<file path="src/rtl/core/mmt_pkg.sv">
// mmt_pkg: shared codes and controller/datapath interface structs
// for the multicast membership table; no dependencies
package mmt_pkg;

  // function codes of an input item
  localparam logic [2:0] FN_JOIN  = 3'd0;
  localparam logic [2:0] FN_LEAVE = 3'd1;
  localparam logic [2:0] FN_AGE   = 3'd2;
  localparam logic [2:0] FN_DROP  = 3'd3;
  localparam logic [2:0] FN_FWD   = 3'd4;

  // result status codes
  localparam logic [2:0] ST_ADDED      = 3'd0;
  localparam logic [2:0] ST_REFRESHED  = 3'd1;
  localparam logic [2:0] ST_REMOVED    = 3'd2;
  localparam logic [2:0] ST_NOT_FOUND  = 3'd3;
  localparam logic [2:0] ST_FULL       = 3'd4;
  localparam logic [2:0] ST_AGED       = 3'd5;
  localparam logic [2:0] ST_TARGET     = 3'd6;
  localparam logic [2:0] ST_NO_TARGETS = 3'd7;

  localparam logic [15:0] TIMEOUT_RESET = 16'd260;
  localparam int unsigned TGT_DEPTH = 64;
  localparam logic [8:0] CNT_MAX = 9'd511;

  // controller to datapath
  typedef struct packed {
    logic clear_step;
    logic load;
    logic scan_step;
    logic commit;
    logic emit;
  } cmd_t;

  // datapath to controller
  typedef struct packed {
    logic cnt_last;
    logic req_scan;
    logic out_free;
    logic emit_last;
  } stat_t;

endpackage

</file>
<file path="src/rtl/core/mmt_ctrl.sv">
// mmt_ctrl: sequencer for clearing, scanning, commit and result emission
// depends on mmt_pkg
module mmt_ctrl (
  input  logic           clk_i,
  input  logic           rst_ni,
  input  logic           in_valid_i,
  output logic           in_stall_o,
  input  mmt_pkg::stat_t stat_i,
  output mmt_pkg::cmd_t  cmd_o
);

  typedef enum logic [2:0] {
    S_CLEAR, S_IDLE, S_SCAN, S_DRAIN, S_COMMIT, S_RESP
  } state_e;

  state_e state_q;
  logic   stall_q;
  logic   accept;

  assign accept = (state_q == S_IDLE) && in_valid_i && !stall_q;

  // commands decoded from state
  always_comb begin
    cmd_o            = '0;
    cmd_o.clear_step = (state_q == S_CLEAR);
    cmd_o.load       = accept;
    cmd_o.scan_step  = (state_q == S_SCAN);
    cmd_o.commit     = (state_q == S_COMMIT);
    cmd_o.emit       = (state_q == S_RESP) && stat_i.out_free;
  end

  // state and stall register
  always_ff @(posedge clk_i or negedge rst_ni) begin
    if (!rst_ni) begin
      state_q <= S_CLEAR;
      stall_q <= 1'b1;
    end else begin
      unique case (state_q)
        S_CLEAR: begin
          if (stat_i.cnt_last) begin
            state_q <= S_IDLE;
            stall_q <= 1'b0;
          end
        end
        S_IDLE: begin
          if (accept) begin
            state_q <= stat_i.req_scan ? S_SCAN : S_RESP;
            stall_q <= 1'b1;
          end
        end
        S_SCAN: begin
          if (stat_i.cnt_last) begin
            state_q <= S_DRAIN;
          end
        end
        S_DRAIN:  state_q <= S_COMMIT;
        S_COMMIT: state_q <= S_RESP;
        S_RESP: begin
          if (stat_i.out_free && stat_i.emit_last) begin
            state_q <= S_IDLE;
            stall_q <= 1'b0;
          end
        end
        default: state_q <= S_IDLE;
      endcase
    end
  end

  assign in_stall_o = stall_q;

endmodule

</file>
<file path="config.mk">
export PLATFORM = sky130hd
export DESIGN_NAME = mmt_ctrl
export DESIGN_NICKNAME = d
export VERILOG_FILES = /design/src/rtl/core/mmt_pkg.sv /design/src/rtl/core/mmt_ctrl.sv
export SDC_FILE = /design/constraint.sdc
export NUM_CORES = 1
export LEC_CHECK = 0
export ABC_AREA = 1
export BUFFER_PORTS_ARGS = -buffer_cell sky130_fd_sc_hd__buf_4
export CAP_MARGIN = 20
export CORE_AREA = 2 2 39 41
export CTS_BUF_LIST = sky130_fd_sc_hd__clkbuf_4 sky130_fd_sc_hd__clkbuf_8
export CTS_CLUSTER_DIAMETER = 60
export CTS_CLUSTER_SIZE = 25
export DETAILED_ROUTE_END_ITERATION = 6
export DIE_AREA = 0 0 41 43
export PLACE_DENSITY_LB_ADDON = 0.15
export RECOVER_POWER = 100
export SLEW_MARGIN = 40
export SYNTH_ARGS = -nofsm -noshare
export SYNTH_HDL_FRONTEND = slang
export SYNTH_SLANG_ARGS = --single-unit
</file>
<file path="constraint.sdc">
create_clock -name clk_i -period 1.5 [get_ports clk_i]
set_clock_uncertainty 0.1 [all_clocks]
set_input_delay 0.075 -clock clk_i [delete_from_list [all_inputs] [get_ports clk_i]]
set_output_delay 0.075 -clock clk_i [all_outputs]
set_load 0.02 [all_outputs]
</file>
==> results_dict.tcl <==
set metrics [dict create \
    cpMaxStageDelayCell "sky130_fd_sc_hd__dfrtp_1" \
    criticalPathCategory "register to primary output" \
    num_antenna_cells 0 \
    outcome "complete, no violations" \
    hold-worst-slack_ps 97.8 \
    wire_length_of_the_first_global_routing_pass_um 1280 \
    finalWeightedCongestion 0.689 \
    detail_route.drc_violations 0 \
    drt-initial-drc-count 11 \
    area.growth.synth_to_final_pct 41.2 \
    clk_pin_slew_ps 50 \
    die_width_um 41 \
    yosys_warnings 0 \
    tritoncts "yes" \
    wl_per_cell_um 9.29 \
    finalSetupViolations 0 \
    syn_area_um2 304 \
    cp_data_arrival_time_ps 1210 \
    layout-drive-gt1-share_pct 23.9 \
    worst_path_largest_cell_delay_ps 400 \
    cellLeakagePower_uw 0.000266 \
    antenna_found_initial 0 \
    detailedPlacementHpwl_um 633 \
    crit_path_cell_trace "inv_1 -> nand3_1 -> nor2_1 -> buf_4" \
    numCtsBuffers 3 \
    root_buffer "sky130_fd_sc_hd__clkbuf_4" \
    critPathMaxFanout 5 \
    post_synth.cell_area_avg_um2 5.96 \
    initial_cell_density_of_the_core_pct 22.0 \
    critical_path_required_ps 1320 \
    worst_hold_path_type "primary input to asynchronous set/reset pin" \
    final_min_period_over_clock_period_pct 92.0 \
    core_um2 1380 \
    finalSetupTns_ps 0 \
    yosysUniqueCellTypes 13 \
    final_total_pwr_uw 852 \
    antenna_violation_net_count_after_detailed_routing 0 \
    timing.critical_path.max_delay_family "flip-flops" \
    yosysSeqAreaShare_pct 33.3 \
    total_gr_overflow 0 \
    design.die.area_um2 1760 \
    synth.net_count 58 \
    most_common_library_cell_in_the_layout_ignoring_fill_and_taps "sky130_fd_sc_hd__inv_1" \
    commonest_cells_after_routing_fill_and_taps_aside "sky130_fd_sc_hd__inv_1 (11), sky130_fd_sc_hd__nor2_1 (10), sky130_fd_sc_hd__nand2_1 (9)" \
    max_clock_freq_mhz 724 \
    synth_seq_cells 4 \
    relative_slew_slack_pct 83.6 \
    placement_rows 14 \
    groute.usage.overall_pct 11.1 \
    firstDrtPassIters 4 \
    portBuffers 12 \
    finalWorstSetupSlack_ps 120 \
    cts_setup_buffers 0 \
    final_max_slew_viol_count 0 \
    period_needed_ps 1380 \
    grt_setup_unrepaired "no" \
    vias_in_the_first_global_route 340 \
    drt-vias-per-instance 4.16 \
    tightest_slew_ps 244 \
    routed_wl_um 771 \
    final-hold-violation-count 0 \
    die_h_um 43 \
    cts_sinks 4 \
    io_pins 13 \
    max_capacitance_violation_total 0 \
    place_worst_setup_slack_ps 265 \
    detailroute.via_count 345 \
    grt_max_degree 8 \
    clk_latency_ps 240 \
    cts_htree_levels 1 \
    power_density_nw_per_um2 1990 \
    crit_path_end_kind "primary output" \
    ir_drop_mv 0.789 \
    start_kind "register" \
    worst-path-buf-inv 2 \
    finish.net_count 75 \
    cell_count_after_synthesis 51 \
    cts-root-to-sink-buffers 2 \
]
power breakdown:
group / switching, µW / internal, µW / total (µW)
registers: 60.9 / 166 / 227
logic: 293 / 164 / 457
clock network: 49.9 / 118 / 168
total: 404 / 448 / 852
state kept, by name (all words and copies together), names as in the netlist:
| name | cells |
|---|---|
| in_stall_o | 1 |
| state_q | 3 |
logic make-up after synthesis:
family	count (synthesis)	share of synthesized area [%]
and+or+nand+nor	29	40.3
DFF	4	33.3
AOI/OAI and AO/OA	5	9.05
buffers and inverters	13	17.3
metrics by stage:
stage | util [%] | cell area (µm²) | std cells
2_1_floorplan | - | 304 | 51
3_3_place_gp | 29.4 | 407 | 78
3_5_place_dp | 29.4 | 407 | 78
4_1_cts | 32.3 | 447 | 83
5_1_grt | 31.0 | 429 | 83
6_report | 31.0 | 429 | 83
Yosys cell counts:
library cell               number  area share (%)
sky130_fd_sc_hd__inv_1         11              14
sky130_fd_sc_hd__nor2_1        10              12
sky130_fd_sc_hd__nand2_1        9              11
sky130_fd_sc_hd__nand3_1        8              13
sky130_fd_sc_hd__dfrtp_1        3              25
sky130_fd_sc_hd__o21ai_0        3             4.9
sky130_fd_sc_hd__a21oi_1        1             1.6
sky130_fd_sc_hd__buf_4          1             2.5
sky130_fd_sc_hd__dfstp_2        1             8.6
sky130_fd_sc_hd__inv_2          1             1.2
sky130_fd_sc_hd__nand4_1        1             2.1
sky130_fd_sc_hd__nor3_1         1             1.6
sky130_fd_sc_hd__o21bai_1       1             2.5
area by class of cell:
cell class	instances	area [µm²]
tap	16	20.0
inverter	12	45.0
fill	158	955
multi-input combinational	34	150
sequential	4	101
clock buffer	4	30.0
timing repair buffer	13	82.6
per-layer routing:
metal	GRT usage [%]	part of all wire, %
met4	4.00	0
met5	0	0
met1	12.7	44
met2	16.6	51
met3	6.28	4.8
path summary, 6_finish.rpt:
| path | start | end | slack (ps) | cells past startpoint |
|---|---|---|---|---|
| setup reg to reg | state_q[0] | state_q[1] | 270 | 6 |
| setup / recovery | state_q[2] | cmd_o[3] | 120 | 4 |
| min in group clk_i | stat_i[3] | state_q[1] | 100 | 4 |
| max in group asynchronous | rst_ni | in_stall_o | 940 | 2 |
| hold / removal | rst_ni | state_q[1] | 100 | 2 |
| hold reg to reg | in_stall_o | in_stall_o | 380 | 2 |
timing repair:
item | CTS | global route
hold buffers | 1 | 0
endpoints found under the hold margin | 4 | 0
setup endpoints to repair | 0 | 1
gates resized for setup | 0 | 1
Note: power is estimated with default switching activity, not from simulation.
